File: config.mk
export PLATFORM = sky130hd
export DESIGN_NAME = expression_tokenizer_checker_core
export DESIGN_NICKNAME = d
export VERILOG_FILES = /design/src/hdl/etc_pkg.sv /design/src/hdl/etc_front.sv /design/src/hdl/etc_tok_queue.sv /design/src/hdl/etc_back.sv /design/src/hdl/expression_tokenizer_checker_core.sv
export SDC_FILE = /design/constraint.sdc
export NUM_CORES = 1
export LEC_CHECK = 0
export BUFFER_PORTS_ARGS = -buffer_cell sky130_fd_sc_hd__buf_4
export CAP_MARGIN = 10
export CORE_UTILIZATION = 50
export DETAILED_ROUTE_END_ITERATION = 10
export GPL_ROUTABILITY_DRIVEN = 1
export PLACE_DENSITY = 0.67
export RECOVER_POWER = 50
export SKIP_LAST_GASP = 1
export SYNTH_ARGS = -nofsm -noshare
export SYNTH_HDL_FRONTEND = slang
export SYNTH_HIERARCHICAL = 1
export SYNTH_SLANG_ARGS = --single-unit
File: constraint.sdc
create_clock -name clk -period 6.9 [get_ports clk]
set_input_delay 1.035 -clock clk [delete_from_list [all_inputs] [get_ports clk]]
set_output_delay 1.035 -clock clk [all_outputs]
set_load 0.05 [all_outputs]
File: src/hdl/etc_pkg.sv
// Shared types and constants for the expression tokenizer and checker.
// Token kinds, check status codes and the word formats passed between the front,
// token queue and back. Depends on nothing.
package etc_pkg;

  typedef enum logic [3:0] {
    KIND_NUMBER = 4'd0,
    KIND_IDENT  = 4'd1,
    KIND_PLUS   = 4'd2,
    KIND_MINUS  = 4'd3,
    KIND_STAR   = 4'd4,
    KIND_SLASH  = 4'd5,
    KIND_CARET  = 4'd6,
    KIND_OPEN   = 4'd7,
    KIND_CLOSE  = 4'd8,
    KIND_ERROR  = 4'd9,
    KIND_END    = 4'd10
  } kind_t;

  typedef enum logic [1:0] {
    STATUS_OK     = 2'd0,
    STATUS_EMPTY  = 2'd1,
    STATUS_SYNTAX = 2'd2,
    STATUS_PAREN  = 2'd3
  } status_t;

  // One token as the scanner found it, before checking.
  typedef struct packed {
    kind_t       kind;
    logic [15:0] start;
    logic [15:0] length;
    logic        last;
  } tok_t;

  // Up to two tokens written into the token queue in one cycle, oldest first.
  typedef struct packed {
    logic v0;
    tok_t t0;
    logic v1;
    tok_t t1;
  } tq_wr_t;

  // Head of the token queue as the back sees it.
  typedef struct packed {
    logic valid;
    tok_t tok;
  } tq_head_t;

  // One finished result word.
  typedef struct packed {
    kind_t       kind;
    logic [15:0] start;
    logic [15:0] length;
    status_t     status;
    logic        last;
  } res_t;

  localparam int TQ_DEPTH = 4;
  localparam int TQ_AW    = $clog2(TQ_DEPTH);
  localparam int TQ_CW    = $clog2(TQ_DEPTH + 1);

  localparam logic [7:0] CH_DOT   = 8'h2E;
  localparam logic [7:0] CH_PLUS  = 8'h2B;
  localparam logic [7:0] CH_MINUS = 8'h2D;
  localparam logic [7:0] CH_STAR  = 8'h2A;
  localparam logic [7:0] CH_SLASH = 8'h2F;
  localparam logic [7:0] CH_CARET = 8'h5E;
  localparam logic [7:0] CH_OPEN  = 8'h28;
  localparam logic [7:0] CH_CLOSE = 8'h29;

endpackage

File: src/hdl/etc_front.sv
// Scanner front: classifies each character, tracks the token in progress and
// the text position, and writes up to two tokens per word into the token queue.
// Depends on etc_pkg.
module etc_front #(
  parameter longint unsigned MAX_TEXT_LENGTH = 65535
) (
  input  logic            clk,
  input  logic            rst_n,
  input  logic            push,
  input  logic [7:0]      in_ch,
  input  logic            in_end_of_text,
  input  logic            room,
  output logic            full,
  output etc_pkg::tq_wr_t wr
);

  localparam int POS_W = $clog2(MAX_TEXT_LENGTH + 1);

  typedef enum logic [3:0] {
    MODE_IDLE  = 4'b0001,
    MODE_INT   = 4'b0010,
    MODE_FRAC  = 4'b0100,
    MODE_IDENT = 4'b1000
  } mode_t;

  mode_t            mode_r, mode_nxt;
  logic [POS_W-1:0] pos_r, pos_nxt;
  logic [POS_W-1:0] pend_r, pend_nxt;
  logic [POS_W-1:0] pend_len;
  logic [POS_W-1:0] pos_adv;

  logic acc, is_digit, is_letter, is_space, is_dot;
  logic cont, flush, sym;
  etc_pkg::kind_t sym_kind;

  function automatic logic [15:0] lo16(input logic [POS_W-1:0] v);
    logic [POS_W+15:0] w;
    w = {16'd0, v};
    return w[15:0];
  endfunction

  assign acc       = push && room;
  assign full      = !room;
  assign is_digit  = (in_ch >= 8'h30) && (in_ch <= 8'h39);
  assign is_letter = ((in_ch >= 8'h41) && (in_ch <= 8'h5A)) ||
                     ((in_ch >= 8'h61) && (in_ch <= 8'h7A));
  assign is_space  = (in_ch == 8'h20) || ((in_ch >= 8'h09) && (in_ch <= 8'h0D));
  assign is_dot    = (in_ch == etc_pkg::CH_DOT);

  // A character that extends the token in progress produces nothing.
  assign cont  = !in_end_of_text &&
                 (((mode_r == MODE_INT) && (is_digit || is_dot)) ||
                  ((mode_r == MODE_FRAC) && is_digit) ||
                  ((mode_r == MODE_IDENT) && is_letter));
  assign flush = !cont && (mode_r != MODE_IDLE);
  assign sym   = !in_end_of_text && !cont && !is_space && !is_digit && !is_letter;

  assign pend_len = pos_r - pend_r;
  assign pos_adv  = (pos_r < POS_W'(MAX_TEXT_LENGTH)) ? pos_r + POS_W'(1) : pos_r;

  always_comb begin
    case (in_ch)
      etc_pkg::CH_PLUS:  sym_kind = etc_pkg::KIND_PLUS;
      etc_pkg::CH_MINUS: sym_kind = etc_pkg::KIND_MINUS;
      etc_pkg::CH_STAR:  sym_kind = etc_pkg::KIND_STAR;
      etc_pkg::CH_SLASH: sym_kind = etc_pkg::KIND_SLASH;
      etc_pkg::CH_CARET: sym_kind = etc_pkg::KIND_CARET;
      etc_pkg::CH_OPEN:  sym_kind = etc_pkg::KIND_OPEN;
      etc_pkg::CH_CLOSE: sym_kind = etc_pkg::KIND_CLOSE;
      default:           sym_kind = etc_pkg::KIND_ERROR;
    endcase
  end

  always_comb begin
    wr.v0        = acc && flush;
    wr.t0.kind   = (mode_r == MODE_IDENT) ? etc_pkg::KIND_IDENT : etc_pkg::KIND_NUMBER;
    wr.t0.start  = lo16(pend_r);
    wr.t0.length = lo16(pend_len);
    wr.t0.last   = !(in_end_of_text || sym);
    wr.v1        = acc && (in_end_of_text || sym);
    wr.t1.kind   = in_end_of_text ? etc_pkg::KIND_END : sym_kind;
    wr.t1.start  = lo16(pos_r);
    wr.t1.length = in_end_of_text ? 16'd0 : 16'd1;
    wr.t1.last   = 1'b1;
  end

  always_comb begin
    mode_nxt = mode_r;
    pos_nxt  = pos_r;
    pend_nxt = pend_r;
    if (acc) begin
      if (in_end_of_text) begin
        mode_nxt = MODE_IDLE;
        pos_nxt  = '0;
        pend_nxt = '0;
      end else begin
        pos_nxt = pos_adv;
        if (cont) begin
          if ((mode_r == MODE_INT) && is_dot) begin
            mode_nxt = MODE_FRAC;
          end
        end else if (is_digit) begin
          mode_nxt = MODE_INT;
          pend_nxt = pos_r;
        end else if (is_letter) begin
          mode_nxt = MODE_IDENT;
          pend_nxt = pos_r;
        end else begin
          mode_nxt = MODE_IDLE;
        end
      end
    end
  end

  always_ff @(posedge clk) begin
    if (!rst_n) begin
      mode_r <= MODE_IDLE;
      pos_r  <= '0;
      pend_r <= '0;
    end else begin
      mode_r <= mode_nxt;
      pos_r  <= pos_nxt;
      pend_r <= pend_nxt;
    end
  end

endmodule

File: src/hdl/etc_tok_queue.sv
// Short token queue between scanner front and checker back: takes up to two
// tokens per cycle; gives one per cycle while rd is high. Depends on etc_pkg.
module etc_tok_queue (
  input  logic              clk,
  input  logic              rst_n,
  input  etc_pkg::tq_wr_t   wr,
  input  logic              rd,
  output logic              room,
  output etc_pkg::tq_head_t head
);

  etc_pkg::tok_t                 mem_r [etc_pkg::TQ_DEPTH];
  logic [etc_pkg::TQ_AW-1:0]     rd_ptr_r, rd_ptr_nxt;
  logic [etc_pkg::TQ_AW-1:0]     wr_ptr_r, wr_ptr_nxt;
  logic [etc_pkg::TQ_CW-1:0]     cnt_r, cnt_nxt;
  logic [etc_pkg::TQ_AW-1:0]     wr_ptr1;
  logic                          do_rd;

  assign room       = (cnt_r <= etc_pkg::TQ_CW'(etc_pkg::TQ_DEPTH - 2));
  assign head.valid = (cnt_r != '0);
  assign head.tok   = mem_r[rd_ptr_r];
  assign do_rd      = rd && head.valid;
  assign wr_ptr1    = wr.v0 ? wr_ptr_r + etc_pkg::TQ_AW'(1) : wr_ptr_r;

  always_comb begin
    rd_ptr_nxt = do_rd ? rd_ptr_r + etc_pkg::TQ_AW'(1) : rd_ptr_r;
    wr_ptr_nxt = wr_ptr_r + etc_pkg::TQ_AW'(wr.v0) + etc_pkg::TQ_AW'(wr.v1);
    cnt_nxt    = cnt_r + etc_pkg::TQ_CW'(wr.v0) + etc_pkg::TQ_CW'(wr.v1)
                 - etc_pkg::TQ_CW'(do_rd);
  end

  always_ff @(posedge clk) begin
    if (wr.v0) begin
      mem_r[wr_ptr_r] <= wr.t0;
    end
    if (wr.v1) begin
      mem_r[wr_ptr1] <= wr.t1;
    end
  end

  always_ff @(posedge clk) begin
    if (!rst_n) begin
      rd_ptr_r <= '0;
      wr_ptr_r <= '0;
      cnt_r    <= '0;
    end else begin
      rd_ptr_r <= rd_ptr_nxt;
      wr_ptr_r <= wr_ptr_nxt;
      cnt_r    <= cnt_nxt;
    end
  end

endmodule

File: src/hdl/etc_back.sv
// Checker back: applies the successor and parenthesis rules to each token,
// computes the status of the end token and holds results in a two-word queue.
// Depends on etc_pkg.
module etc_back #(
  parameter int unsigned MAX_PAREN_DEPTH = 255
) (
  input  logic              clk,
  input  logic              rst_n,
  input  etc_pkg::tq_head_t head,
  output logic              rd,
  input  logic              pop,
  output logic              empty,
  output etc_pkg::res_t     res
);

  localparam int DEPTH_W = $clog2(MAX_PAREN_DEPTH + 1);

  etc_pkg::kind_t   prev_r, prev_nxt;
  logic             have_r, have_nxt;
  logic             first_r, first_nxt;
  logic [DEPTH_W-1:0] depth_r, depth_nxt;
  etc_pkg::status_t err_r, err_nxt;

  etc_pkg::res_t    oq_r [2];
  logic             oq_head_r, oq_head_nxt;
  logic [1:0]       oq_cnt_r, oq_cnt_nxt;
  logic             do_pop;

  etc_pkg::kind_t   kind;
  etc_pkg::status_t code, end_status;
  etc_pkg::res_t    res_new;
  logic             prev_needs, seq_err, op_start;

  assign kind       = head.tok.kind;
  assign rd         = head.valid && (oq_cnt_r != 2'd2);
  assign prev_needs = (prev_r >= etc_pkg::KIND_PLUS) && (prev_r <= etc_pkg::KIND_OPEN);
  assign op_start   = (kind == etc_pkg::KIND_NUMBER) || (kind == etc_pkg::KIND_IDENT) ||
                      (kind == etc_pkg::KIND_PLUS) || (kind == etc_pkg::KIND_MINUS) ||
                      (kind == etc_pkg::KIND_OPEN);
  assign seq_err    = have_r && prev_needs && !op_start;

  always_comb begin
    case (kind)
      etc_pkg::KIND_ERROR: code = etc_pkg::STATUS_SYNTAX;
      etc_pkg::KIND_OPEN:
        code = (depth_r >= DEPTH_W'(MAX_PAREN_DEPTH)) ? etc_pkg::STATUS_PAREN
                                                      : etc_pkg::STATUS_OK;
      etc_pkg::KIND_CLOSE:
        code = (depth_r == '0) ? etc_pkg::STATUS_PAREN : etc_pkg::STATUS_OK;
      etc_pkg::KIND_STAR, etc_pkg::KIND_SLASH, etc_pkg::KIND_CARET:
        code = first_r ? etc_pkg::STATUS_SYNTAX : etc_pkg::STATUS_OK;
      default: code = etc_pkg::STATUS_OK;
    endcase
  end

  always_comb begin
    if (!have_r) begin
      end_status = etc_pkg::STATUS_EMPTY;
    end else if (err_r != etc_pkg::STATUS_OK) begin
      end_status = err_r;
    end else if (prev_needs) begin
      end_status = etc_pkg::STATUS_SYNTAX;
    end else if (depth_r != '0) begin
      end_status = etc_pkg::STATUS_PAREN;
    end else begin
      end_status = etc_pkg::STATUS_OK;
    end
  end

  always_comb begin
    prev_nxt  = prev_r;
    have_nxt  = have_r;
    first_nxt = first_r;
    depth_nxt = depth_r;
    err_nxt   = err_r;
    res_new.kind   = kind;
    res_new.start  = head.tok.start;
    res_new.length = head.tok.length;
    res_new.last   = head.tok.last;
    res_new.status = etc_pkg::STATUS_OK;
    if (kind == etc_pkg::KIND_END) begin
      res_new.status = end_status;
      if (rd) begin
        prev_nxt  = etc_pkg::KIND_NUMBER;
        have_nxt  = 1'b0;
        first_nxt = 1'b1;
        depth_nxt = '0;
        err_nxt   = etc_pkg::STATUS_OK;
      end
    end else if (rd) begin
      prev_nxt  = kind;
      have_nxt  = 1'b1;
      first_nxt = 1'b0;
      if (err_r == etc_pkg::STATUS_OK) begin
        err_nxt = seq_err ? etc_pkg::STATUS_SYNTAX : code;
      end
      if ((kind == etc_pkg::KIND_OPEN) && (depth_r < DEPTH_W'(MAX_PAREN_DEPTH))) begin
        depth_nxt = depth_r + DEPTH_W'(1);
      end else if ((kind == etc_pkg::KIND_CLOSE) && (depth_r != '0)) begin
        depth_nxt = depth_r - DEPTH_W'(1);
      end
    end
  end

  assign empty  = (oq_cnt_r == 2'd0);
  assign do_pop = pop && !empty;
  assign res    = oq_r[oq_head_r];

  always_comb begin
    oq_head_nxt = do_pop ? !oq_head_r : oq_head_r;
    oq_cnt_nxt  = oq_cnt_r + 2'(rd) - 2'(do_pop);
  end

  always_ff @(posedge clk) begin
    if (rd) begin
      oq_r[oq_head_r ^ oq_cnt_r[0]] <= res_new;
    end
  end

  always_ff @(posedge clk) begin
    if (!rst_n) begin
      prev_r    <= etc_pkg::KIND_NUMBER;
      have_r    <= 1'b0;
      first_r   <= 1'b1;
      depth_r   <= '0;
      err_r     <= etc_pkg::STATUS_OK;
      oq_head_r <= 1'b0;
      oq_cnt_r  <= 2'd0;
    end else begin
      prev_r    <= prev_nxt;
      have_r    <= have_nxt;
      first_r   <= first_nxt;
      depth_r   <= depth_nxt;
      err_r     <= err_nxt;
      oq_head_r <= oq_head_nxt;
      oq_cnt_r  <= oq_cnt_nxt;
    end
  end

endmodule

File: src/hdl/expression_tokenizer_checker_core.sv
// Top level of the expression tokenizer and checker.
// Instantiates etc_front, etc_tok_queue and etc_back; uses etc_pkg.
//
//   Channel  Handshake            Word
//   input    push / full          in_ch, in_end_of_text
//   result   empty / pop          out_token_kind, out_token_start, out_token_length,
//                                 out_check_status, out_last_of_run
//
// One character word is accepted per cycle while full is low. Each word yields
// zero, one or two tokens; the checker retires one token per cycle while the
// result queue has room, which keeps pace because every token after the first
// in a word is paid for by a character that produced none. Each token is written
// into the token queue and then into the result queue before it appears on the
// result ports, a second token of a word after the first. Reset is synchronous,
// active low. full rises when the token queue cannot take two more tokens; a
// stalled result side backs up through the result queue and token queue into full.
module expression_tokenizer_checker_core #(
  parameter longint unsigned MAX_TEXT_LENGTH = 65535,
  parameter int unsigned     MAX_PAREN_DEPTH = 255
) (
  input  logic        clk,
  input  logic        rst_n,
  input  logic        push,
  input  logic [7:0]  in_ch,
  input  logic        in_end_of_text,
  output logic        full,
  output logic        empty,
  input  logic        pop,
  output logic [3:0]  out_token_kind,
  output logic [15:0] out_token_start,
  output logic [15:0] out_token_length,
  output logic [1:0]  out_check_status,
  output logic        out_last_of_run
);

  etc_pkg::tq_wr_t   tq_wr;
  etc_pkg::tq_head_t tq_head;
  etc_pkg::res_t     res;
  logic              tq_room;
  logic              tq_rd;

  // The front scans characters and emits raw tokens with positions.
  etc_front #(
    .MAX_TEXT_LENGTH(MAX_TEXT_LENGTH)
  ) u_front (
    .clk            (clk),
    .rst_n          (rst_n),
    .push           (push),
    .in_ch          (in_ch),
    .in_end_of_text (in_end_of_text),
    .room           (tq_room),
    .full           (full),
    .wr             (tq_wr)
  );

  // The token queue decouples the two sides so each may stall on its own.
  etc_tok_queue u_tok_queue (
    .clk   (clk),
    .rst_n (rst_n),
    .wr    (tq_wr),
    .rd    (tq_rd),
    .room  (tq_room),
    .head  (tq_head)
  );

  // The back checks token order and parenthesis depth and holds results.
  etc_back #(
    .MAX_PAREN_DEPTH(MAX_PAREN_DEPTH)
  ) u_back (
    .clk   (clk),
    .rst_n (rst_n),
    .head  (tq_head),
    .rd    (tq_rd),
    .pop   (pop),
    .empty (empty),
    .res   (res)
  );

  assign out_token_kind   = res.kind;
  assign out_token_start  = res.start;
  assign out_token_length = res.length;
  assign out_check_status = res.status;
  assign out_last_of_run  = res.last;

endmodule

Yosys cells after proc, flatten, opt, wreduce, memory -nomap -nowiden
Memories as Yosys holds them, arrays and structs flattened. A register that Yosys moved wholly into a read port is not among the register bits.
Cells that the tools add are included.
{ "word_totals": {"ff_bits": 62, "ram_bits": 226, "input_bits": 13, "output_inout_bits": 41, "wordCells": 183, "memories": 2} }
{ "memory_table": {"columns": ["name", "words", "word_bits", "read_ports", "rd_ports_with_merged_regs", "write_ports", "line_no", "rtl"], "rows": [
  ["u_tok_queue.mem_r", 4, 37, 1, 1, 2, "etc_tok_queue.sv:12", "etc_pkg::tok_t mem_r [etc_pkg::TQ_DEPTH];"],
  ["u_back.oq_r", 2, 39, 1, 1, 1, "etc_back.sv:24", "etc_pkg::res_t oq_r [2];"]
]} }
{ "classes": {"add_sub_neg": 13, "order_cmp": 14, "eq_ne": 26, "muxes": 52, "bitwise": 1, "n_reduce_logical": 62} }
{ "op_table": {"columns": ["cell", "n"], "rows": [
  ["$mux W16", 6],
  ["$eq A8 B6 Y1 const B", 8],
  ["$mux W8", 5],
  ["$mux W4", 9],
  ["$mux W2", 16],
  ["$pmux W4 S7", 1],
  ["$logic_and A1 B1 Y1", 25],
  ["$eq A4 B3 Y1 const B", 5],
  ["$add A16 B1 Y16 const B", 1],
  ["$eq A4 B4 Y1 const B", 4],
  ["$ge A8 B7 Y1 const B", 2],
  ["$le A8 B7 Y1 const B", 2],
  ["$lt A16 B16 Y1 const B", 1],
  ["$sub A16 B16 Y16", 1],
  ["$mux W1", 14],
  ["$eq A4 B2 Y1 const B", 3],
  ["$logic_not A1 Y1", 10],
  ["$logic_or A1 B1 Y1", 10],
  ["$reduce_bool A3 Y1", 3],
  ["$add A8 B1 Y8 const B", 1],
  ["$eq A8 B7 Y1 const B", 1],
  ["$ge A8 B4 Y1 const B", 1],
  ["$ge A8 B6 Y1 const B", 1],
  ["$ge A8 B8 Y1 const B", 1],
  ["other kinds (26)", 37]
]} }

Depth between registers and ports, before layout
Gate-level depths: netlist (run 1).
{ "logic_depth": {"word_depth": 16, "ltp_mapped": 15, "depth_no_buf": 13} }

Modules after synthesis
Netlist (run 1), hierarchy kept.
{ "modules_own_cells": {"columns": ["mod", "n_inst", "cells_each", "area_per_inst_um2", "seq_area_each_um2"], "rows": [
  ["etc_tok_queue", 1, 417, 7707.4, 4624.4],
  ["etc_back", 1, 283, 4110.2, 2722.6],
  ["etc_front", 1, 340, 2765.2, 720.7]
]} }

Least setup slack after synthesis (run 1)
Ideal clock, no wire load.
{ "synth_timing": {"path_type": "in2reg", "startpoint": "input port in_ch[0]", "endpoint": "memory u_tok_queue/mem_r[2][0] (netlist bit) (enable)", "setup_ns": 0.393, "arrival_ns": 4.120, "required_ns": 6.507, "slack_ns": 2.387, "path_stages": 12, "path_buffers": 3, "path_cell_list": "buf_6 -> or4_1 -> o22ai_2 -> nor2_1 -> nor3_1 -> a21oi_1 -> nor2_1 -> nand2_1 -> o31ai_1 -> buf_4 -> buf_6 -> a21o_1"} }
{ "synth_lines": {"columns": ["element", "line_no", "rtl"], "rows": [
  ["start, declared", "expression_tokenizer_checker_core.sv:24", "input logic [7:0] in_ch,"],
  ["end, declared", "etc_tok_queue.sv:12", null]
]} }

==> parameters.txt, run 1 <==
Parameter                              Value

Setup path
  Arrival time of data at the critical path endpoint    5180 ps
  Crit-path max FO    23
  Slack of the worst reg-to-reg path    2390 ps
  Startpoint type of the worst setup path    input pin
  Reg2Reg Capture Point    u_back/depth_r[6]
  Class of the most critical setup path    in2reg
  Critical path required time    7130 ps
  Capturing element type of the critical path    flop
  Length in cells of the worst reg-to-reg path    9

Detailed routing
  Average wire per standard cell    19.4 µm
  Antenna violation net count after detailed routing    0
  First drt pass iteration count    5
  Vias per std cell    5.64
  Final Routed Wirelength    29.1 mm
  Remaining design rule violation count    0
  Detailed router's first-iteration violation count    691
  Number of vias after detailed routing    8462

STA
  Post-route clock skew    15.6 ps
  Final hold vios    0
  Final count of pins violating max slew    176
  Final Setup Violations    0
  Summed negative setup slack over all endpoints    0 ps
  Slew Limit Headroom    -110%
  Highest attainable clock frequency    202 MHz
  Minimum clock period    4960 ps
  Share of the clock period used by the worst path after layout    71.8%
  Worst Setup Slack, final    1940 ps
  Transition time at the pin with the least slew margin    3140 ps
  Setup repair after global routing missed its margin    false

Placement
  Instance area after placement    15200 µm²
  Pre-CTS setup slack    1870 ps
  HPWL after DPL    18.3 mm
  Final weighted congestion in routability-driven placement    0.854
  Number of I/O port buffers    53

Layout
  Synth-to-layout area growth    9.65%
  Antenna cells    0
  Fraction of layout cells with a size suffix above 1    26.2%
  Final #Nets    1141
  Finished Cell Area    16000 µm²
  Final core utilization    55.7%

Yosys
  Async SR Flop Fraction    0%
  Synth area leader    edfxtp_1
  Netlist cell types    87
  Sequential share of the synthesized area    55.3%
  Top cell type's share of synthesized area    46.5%
  Number of warnings issued by yosys    6
  Seq cells post-synth    290
  Cell Area, Synth    14600 µm²
  Count of flip-flops with a built-in enable after synthesis    226
  Leading register cell type out of synthesis    edfxtp_1
  Top cells by area in the synthesized netlist    edfxtp_1 (47%), mux2_2 (13%), dfxtp_1 (8.8%)
  Avg Cell Area, Syn    14.0 µm²
  Cells after synthesis    1040

Floorplan
  Die Outline Area    29900 µm²
  Die width    173 µm
  Core outline area    28700 µm²
  Count of boundary I/O pins    54
  Initial Utilization    50.8%
  Die boundary height    173 µm
  Site Rows    62

Clock network
  Clock insertion delay at the later pin of the skew report    550 ps
  Resized cells post-CTS    0
  Number of H-tree levels    1
  Number of buffers inserted during clock tree synthesis    31
  Number of buffers on the longest clock path    3
  Buffers inserted by post-CTS timing repair    0
  Library cell used as clock root buffer    clkbuf_16
  Clock tree from TritonCTS    yes
  Hold buffer count at CTS    0
  Clock transition at the registers of the reported paths    60 ps
  Number of sinks handled by clock tree synthesis    290

Global route
  Number of antenna violations at the first check in global routing    0
  Pin count of the biggest net entering global routing    40
  GRT Residual Overflow    0
  Via count of the first global-routing pass    8563
  Global-route wire length before repair    46.7 mm
  Total global routing track utilization    19.7%

Pwr
  Leak pwr    5.73 nW
  Ratio of total power to cell area    413 nW/µm²
  Peak ir drop on the vdd network    0.000222 V

Job
  Max-cap check violation count    6

Hold path
  End point of the worst hold path    u_back/prev_r[3]
  Hold Path Origin    u_back/prev_r[3]
  Cell depth of the worst hold path    2
  Path type of the worst min-delay path    reg2reg

Run status
  Outcome    finished with violations
  Failing checks    max-capacitance violations, max-slew violations
## registers in the layout, indices dropped and copies added, names as in the netlist, named ones only
| name | count |
|---|---|
| u_front/pos_r | 16 |
| u_back/prev_r | 3 |
| u_tok_queue/cnt_r | 3 |
| u_back/oq_cnt_r | 2 |
| u_back/depth_r | 8 |
| u_tok_queue/mem_r | 148 |
| u_back/first_r | 1 |
| u_back/err_r | 2 |
| u_back/oq_r | 78 |
| u_front/mode_r | 4 |
| u_back/oq_head_r | 1 |
| u_tok_queue/rd_ptr_r | 2 |
| u_front/pend_r | 16 |
| u_tok_queue/wr_ptr_r | 2 |
| u_back/have_r | 1 |
## metrics by stage
stage	std cells	hold WS, ps	power (mW)
floorplan	1057	436	4.56
global placement	1444	443	5.18
detailed placement	1444	454	5.23
CTS	1500	461	6.81
global route	1500	493	6.95
finish	1500	458	6.61
## metal layers
layer	routed length [µm]	vias to the layer above	track usage [%]
met2	14000	156	33.6
met3	962	42	2.22
li1	-	4038	-
met4	590	0	5.20
met1	13500	4226	26.7
met5	0	-	0
## synth_stat cells (9+ instances only)
master,n
dfxtp_1,64
a21oi_1,21
nand4_1,9
xor2_1,10
nor3_1,12
a22o_1,15
nor2_1,42
inv_1,45
ha_1,30
xnor2_1,28
clkbuf_1,11
o21ai_0,19
buf_6,13
edfxtp_1,226
buf_2,14
mux2_1,20
nand3_1,19
mux4_2,37
nor2b_1,14
mux2_2,168
nand2_1,49
and2_1,12
buf_4,22
## kinds of logic after synthesis
logic type	synth area share, %
other cells	0.0515
compound gates	6.39
mux	20.4
buf+inv	4.17
xor+xnor	2.28
flops	55.3
fa+ha+maj	3.26
simple gates	8.08
## report_power, final
group	internal (mW)	total (mW)	switching (mW)
clock network	0.917	1.57	0.650
logic	0.826	2.36	1.53
registers	2.49	2.69	0.204
## placed cells by master (no fill, tap or decap), types with 7 or more instances in the layout
cell type / synthesis / layout
mux2_2: 168 / 167
edfxtp_1: 226 / 226
nand2b_1: 7 / 8
xnor2_1: 28 / 28
mux2_1: 20 / 21
inv_1: 45 / 45
a22o_1: 15 / 15
buf_4: 22 / 22
nor3_1: 12 / 12
clkbuf_1: 11 / 51
ha_1: 30 / 30
nand4_1: 9 / 9
mux4_2: 37 / 37
clkbuf_16: 0 / 31
and2_1: 12 / 7
o21ai_0: 19 / 23
a21boi_0: 5 / 7
dfxtp_1: 64 / 63
a21oi_1: 21 / 21
nand3_1: 19 / 19
xor2_1: 10 / 10
nor2_1: 42 / 41
nor2b_1: 14 / 14
conb_1: 2 / 19
nand2_1: 49 / 48
## layout make-up
class | instances | area (µm²)
sequential | 290 | 8070
clock buffer | 42 | 837
tap | 384 | 480
fill | 2371 | 12700
inverter | 47 | 176
timing repair buffer | 65 | 330
multi-input combinational | 658 | 5980
clock inverter | 14 | 120
## critical path, cell delays in order
cell and delay (ps):
clkbuf_1 250, or4_1 580, o22ai_1 230, nor2_1 120, a21oi_1 230, o21ai_0 130, nor2_1 760, and3b_1 260
o21ai_0 130, nand2_1 1010, buf_4 430
## how the worst max path moves through the flow
| stage | start | endpoint | cells past startpoint |
|---|---|---|---|
| 3_5_place_dp | in_ch[0] | u_tok_queue/mem_r[2][36] | 11 |
| 6_report | in_ch[1] | u_tok_queue/mem_r[0][30] | 11 |
| 2_1_floorplan | in_ch[0] | u_tok_queue/mem_r[2][0] | 12 |
| 4_1_cts | in_ch[0] | u_tok_queue/mem_r[2][1] | 11 |
| 5_1_grt | in_ch[1] | u_tok_queue/mem_r[0][30] | 11 |
| 3_3_place_gp | in_ch[0] | u_tok_queue/mem_r[2][34] | 11 |
No activity file was read; power rests on OpenSTA's default activity.
==> run 2: changes to the inputs <==
PLACE_DENSITY = 0.69   (was 0.67)
clock period = 4.55 ns   (was 6.9 ns; I/O delays follow)
==> parameters.txt, run 2 (synthesis results as in run 1) <==
Parameter                              Value

Detailed routing
  Number of vias after detailed routing    8464
  Final Routed Wirelength    28.8 mm
  Detailed router's first-iteration violation count    633
  Remaining design rule violation count    0
  Antenna violation net count after detailed routing    0
  Vias per std cell    5.61
  First drt pass iteration count    5
  Average wire per standard cell    19.1 µm

STA
  Final hold vios    0
  Slew Limit Headroom    -90.5%
  Summed negative setup slack over all endpoints    0 ps
  Final count of pins violating max slew    111
  Final Setup Violations    0
  Highest attainable clock frequency    256 MHz
  Final worst hold slack    463 ps
  Transition time at the pin with the least slew margin    2830 ps
  Post-route clock skew    9.41 ps
  Setup repair after global routing missed its margin    false
  Share of the clock period used by the worst path after layout    86.0%
  Minimum clock period    3910 ps

Global route
  Number of antenna violations at the first check in global routing    0
  Global-route wire length before repair    46.5 mm
  Via count of the first global-routing pass    8511
  Pin count of the biggest net entering global routing    40
  GRT Residual Overflow    0
  Total global routing track utilization    19.5%

Setup path
  Capturing element type of the critical path    flop
  Crit-path max FO    26
  Critical path required time    4850 ps
  Cell with the biggest individual delay on the critical path    nor4b_1
  Startpoint type of the worst setup path    flop
  Delay of the slowest cell on the worst path    1080 ps
  Top Family by Delay on Critical Path    simple AND/OR/NAND/NOR gates
  WP buf/inv    2
  Class of the most critical setup path    reg2reg
  Arrival time of data at the critical path endpoint    4210 ps
  Cell-by-cell trace of the critical path    nor4b_1 > a21oi_1 > o21ai_0 > nor2_1 > buf_4 > o31ai_4 > clkbuf_2 > mux2_2

Pwr
  Leak pwr    5.77 nW
  Peak ir drop on the vdd network    0.000330 V
  Ratio of total power to cell area    617 nW/µm²

Layout
  Final #Nets    1148
  Count of placed standard cells in the final layout, fillers left out    1508
  Largest reg by FF count    u_tok_queue/mem_r
  Most common cell after layout, fill and taps aside    edfxtp_1
  Most frequent cells in the layout    edfxtp_1 (226), mux2_2 (168), dfxtp_1 (62), clkbuf_1 (54), nand2_1 (49)
  Antenna cells    0
  Fraction of layout cells with a size suffix above 1    26.4%
  Synth-to-layout area growth    9.92%
  Flip-flop count of the largest register, all copies and words added    148

Floorplan
  Die Outline Area    29900 µm²
  Initial Utilization    50.8%
  Die boundary height    173 µm
  Count of boundary I/O pins    54
  Core outline area    28700 µm²
  Site Rows    62
  Die width    173 µm

Clock network
  Number of buffers inserted during clock tree synthesis    31
  Clock transition at the registers of the reported paths    60 ps
  Number of H-tree levels    1
  Clock tree from TritonCTS    yes
  Buffers inserted by post-CTS timing repair    0
  Hold buffer count at CTS    0
  Number of sinks handled by clock tree synthesis    290
  Number of buffers on the longest clock path    3
  Clock insertion delay at the later pin of the skew report    550 ps
  Library cell used as clock root buffer    clkbuf_16
  Resized cells post-CTS    0

Placement
  Final weighted congestion in routability-driven placement    0.854
  HPWL after DPL    18.4 mm
  Number of cells after detailed placement    1450
  Number of I/O port buffers    53

Run status
  Outcome    finished with violations
  Failing checks    max-capacitance violations, max-slew violations

Job
  Max-cap check violation count    4

Hold path
  Path type of the worst min-delay path    reg2reg
-- run 2: changes by cell type in the layout (fill, tap and decap cells not counted), sizes merged --
cell      change
clkinv        +3
clkinvlp      -1
inv           -1
bufinv        -2
clkbuf        +5
buf           +4
-- run 2: final timing paths --
kind                                         from                  endpoint  slack, ps  cells past startpoint
worst min register to register   u_back/prev_r[3]          u_back/prev_r[3]        460                      2
worst max-delay path            u_front/mode_r[2]  u_tok_queue/mem_r[2][17]        640                      8
worst min-delay path             u_back/prev_r[3]          u_back/prev_r[3]        460                      2
worst max register to register  u_front/mode_r[2]  u_tok_queue/mem_r[2][17]        640                      8
-- run 2: tightest hold or removal path, delay by kind of cell (launching register included) --
family / cells / cell delay, ps
simple gates: 1 / 40
flops: 1 / 300
compound gates: 1 / 70
-- run 2: report_power, final --
group	total, mW	internal, mW	switching [mW]	leakage (nW)
Sequential	4.04	3.75	0.294	2.69
Combinational	3.60	1.27	2.33	2.62
Clock	2.25	1.28	0.973	0.449
Total	9.89	6.30	3.60	5.77
-- run 2: area by class of cell --
type	instances	area, µm²
fill	2391	12700
sequential	290	8070
multi-input combinational	658	5980
clock buffer	44	845
tap	384	480
timing repair buffer	72	422
inverter	47	176
clock inverter	13	58.8
-- run 2: layer usage --
metal,vias up,track usage (%),part of all wire [%],wire [µm]
met5,-,0,0,0
met4,0,4.09,1.3,369
met3,33,2.35,3.9,1120
met2,162,32.4,47,13700
met1,4229,27.6,47,13600
li1,4040,-,-,-
-- run 2: metrics by stage --
stage / setup WS [ps] / area (µm²) / util, % / total power, mW
global route: 278 / 16000 / 55.8 / 10.4
CTS: 769 / 16200 / 56.6 / 10.2
detailed placement: 518 / 15300 / 53.4 / 7.95
finish: 637 / 16000 / 55.8 / 9.89
global placement: 673 / 15300 / 53.4 / 7.90
floorplan: 390 / 14600 / - / 6.92
==> run 3: changes to the inputs <==
BUFFER_PORTS_ARGS = default   (was -buffer_cell sky130_fd_sc_hd__buf_4)
CORE_ASPECT_RATIO = 1.2   (was default)
DONT_BUFFER_PORTS = 1   (was default)
PLACE_DENSITY = 0.68   (was 0.69)
SKIP_LAST_GASP = default   (was 1)
==> parameters.txt, run 3 (synthesis results as in run 1) <==
Parameter                              Value

Pwr
  Power Internal    6.21 mW
  Net switching power figure    3.55 mW
  Clk pwr share    23.7%
  Leak pwr    5.67 nW
  Switching share of total power    36.3%
  Combinational share of power    35.2%
  Ratio of total power to cell area    619 nW/µm²
  Peak ir drop on the vdd network    0.000399 V
  Sequential cell fraction of total power    41.1%

Run status
  Outcome    finished with violations
  Failing checks    max-capacitance violations, max-slew violations

Global route
  GRT Residual Overflow    0
  Via count of the first global-routing pass    8331
  Most Used Layer, Global Route    met2
  Global-route track usage on met2    35.3%
  Total global routing track utilization    20.1%
  Global-route wire length before repair    46.1 mm
  Routing usage on met1    25.3%
  Number of antenna violations at the first check in global routing    0
  Met3 track demand over resource in global routing    2.86%
  Pin count of the biggest net entering global routing    40

Floorplan
  Die boundary height    189 µm
  Core outline area    28800 µm²
  Die Outline Area    29900 µm²
  Site Rows    68
  Die width    158 µm
  Count of boundary I/O pins    54
  Initial Utilization    50.7%

STA
  Slew Limit Headroom    -105%
  Transition time at the pin with the least slew margin    3050 ps
  Final Setup Violations    0
  Final count of pins violating max slew    113
  Setup repair after global routing missed its margin    false
  Summed negative setup slack over all endpoints    0 ps
  Minimum clock period    3930 ps
  Highest attainable clock frequency    254 MHz
  Final hold vios    0
  Post-route clock skew    9.36 ps
  Share of the clock period used by the worst path after layout    86.4%

Setup path
  Arrival time of data at the critical path endpoint    4410 ps
  Class of the most critical setup path    reg2reg
  WP buf/inv    1
  Critical path required time    5030 ps
  Capturing element type of the critical path    flop
  Cell with the biggest individual delay on the critical path    nor4_1
  Top Family by Delay on Critical Path    simple AND/OR/NAND/NOR gates
  Delay of the slowest cell on the worst path    2380 ps
  Crit-path max FO    15
  Cell-by-cell trace of the critical path    inv_1 > ha_1 > a21o_1 > nand2_1 > nor4_1 > a22o_1
  Startpoint type of the worst setup path    flop
  Setup crit start    u_tok_queue/cnt_r[1]
  Reg2Reg Launch Point    u_tok_queue/cnt_r[1]

Detailed routing
  Remaining design rule violation count    0
  Number of vias after detailed routing    8284
  Average wire per standard cell    20.0 µm
  Final Routed Wirelength    29.1 mm
  Detailed router's first-iteration violation count    418
  Vias per std cell    5.70
  First drt pass iteration count    5
  Antenna violation net count after detailed routing    0

Clock network
  Library cell used as clock root buffer    clkbuf_16
  Number of buffers on the longest clock path    3
  Clock tree from TritonCTS    yes
  Clock insertion delay at the later pin of the skew report    550 ps
  Number of sinks handled by clock tree synthesis    290
  Number of H-tree levels    1
  Number of buffers inserted during clock tree synthesis    29
  Clock transition at the registers of the reported paths    60 ps
  Buffers inserted by post-CTS timing repair    0
  Resized cells post-CTS    0
  Hold buffer count at CTS    0

Layout
  Register cell area after layout    8070 µm²
  Largest reg by FF count    u_tok_queue/mem_r
  Final core utilization    54.8%
  Fill cell instance count of the final layout    2398
  Antenna cells    0
  Flip-flop count of the largest register, all copies and words added    148
  Synth-to-layout area growth    8.09%
  Most frequent cells in the layout    edfxtp_1 (226), mux2_2 (130), dfxtp_1 (63), mux2_1 (58), nand2_1 (48)
  Most common cell after layout, fill and taps aside    edfxtp_1
  Area used by multi-input combinational logic    5940 µm²
  Fraction of layout cells with a size suffix above 1    23.0%
  Final #Nets    1093

Placement
  Final weighted congestion in routability-driven placement    0.851
  Number of I/O port buffers    0
  HPWL after DPL    18.9 mm

Hold path
  Hold Path Origin    rst_n
  Path type of the worst min-delay path    in2reg

Job
  Max-cap check violation count    4
## run 3: changes by cell type in the layout (fill, tap and decap cells not counted), sizes merged
cell	before	now
clkinv	14	13
clkbuf	90	42
inv	46	48
bufinv	0	2
buf	26	15
## run 3: final timing paths
path / end / slack, ps / cells past startpoint
max: u_front/pend_r[14] / 620 / 6
min: u_back/first_r / 250 / 1
max reg2reg: u_front/pend_r[14] / 620 / 6
min reg2reg: u_back/prev_r[1] / 470 / 2
## run 3: power groups by stage
stage,logic (mW),clock network [mW],registers [mW]
floorplan,2.98,0,3.94
global placement,3.52,0,4.04
detailed placement,3.57,0,4.07
CTS,3.58,2.36,4.01
global route,3.70,2.46,4.08
finish,3.44,2.31,4.01
## run 3: per-layer routing
layer | vias up | routed length (µm)
li1 | 3960 | -
met1 | 4145 | 12500
met2 | 124 | 14700
met3 | 55 | 1070
met4 | 0 | 766
met5 | - | 0
## run 3: through the flow
step / instance area [µm²] / instances / hold slack, ps / setup WS (ps) / power [mW]
after global placement: 14900 / 1399 / 449 / 781 / 7.56
after detailed placement: 14900 / 1399 / 459 / 734 / 7.63
after CTS: 15900 / 1453 / 215 / 847 / 9.96
after global routing: 15800 / 1453 / 238 / 335 / 10.2
final: 15800 / 1453 / 248 / 619 / 9.76
after floorplan: 14600 / 1057 / 436 / 390 / 6.92
## run 3: area by class of cell
cell class	instances	share of cell area, %
inverter	47	1.12
multi-input combinational	658	37.7
clock inverter	16	0.865
timing repair buffer	19	1.07
sequential	290	51.2
clock buffer	38	5.01
tap	385	3.06
## run 3: worst register-to-register path, delay by kind of cell, from the launching register on
kind / cells / cell delay (ps)
fa+ha+maj: 1 / 160
compound gates: 2 / 590
buf+inv: 1 / 140
flops: 1 / 340
simple gates: 2 / 2630
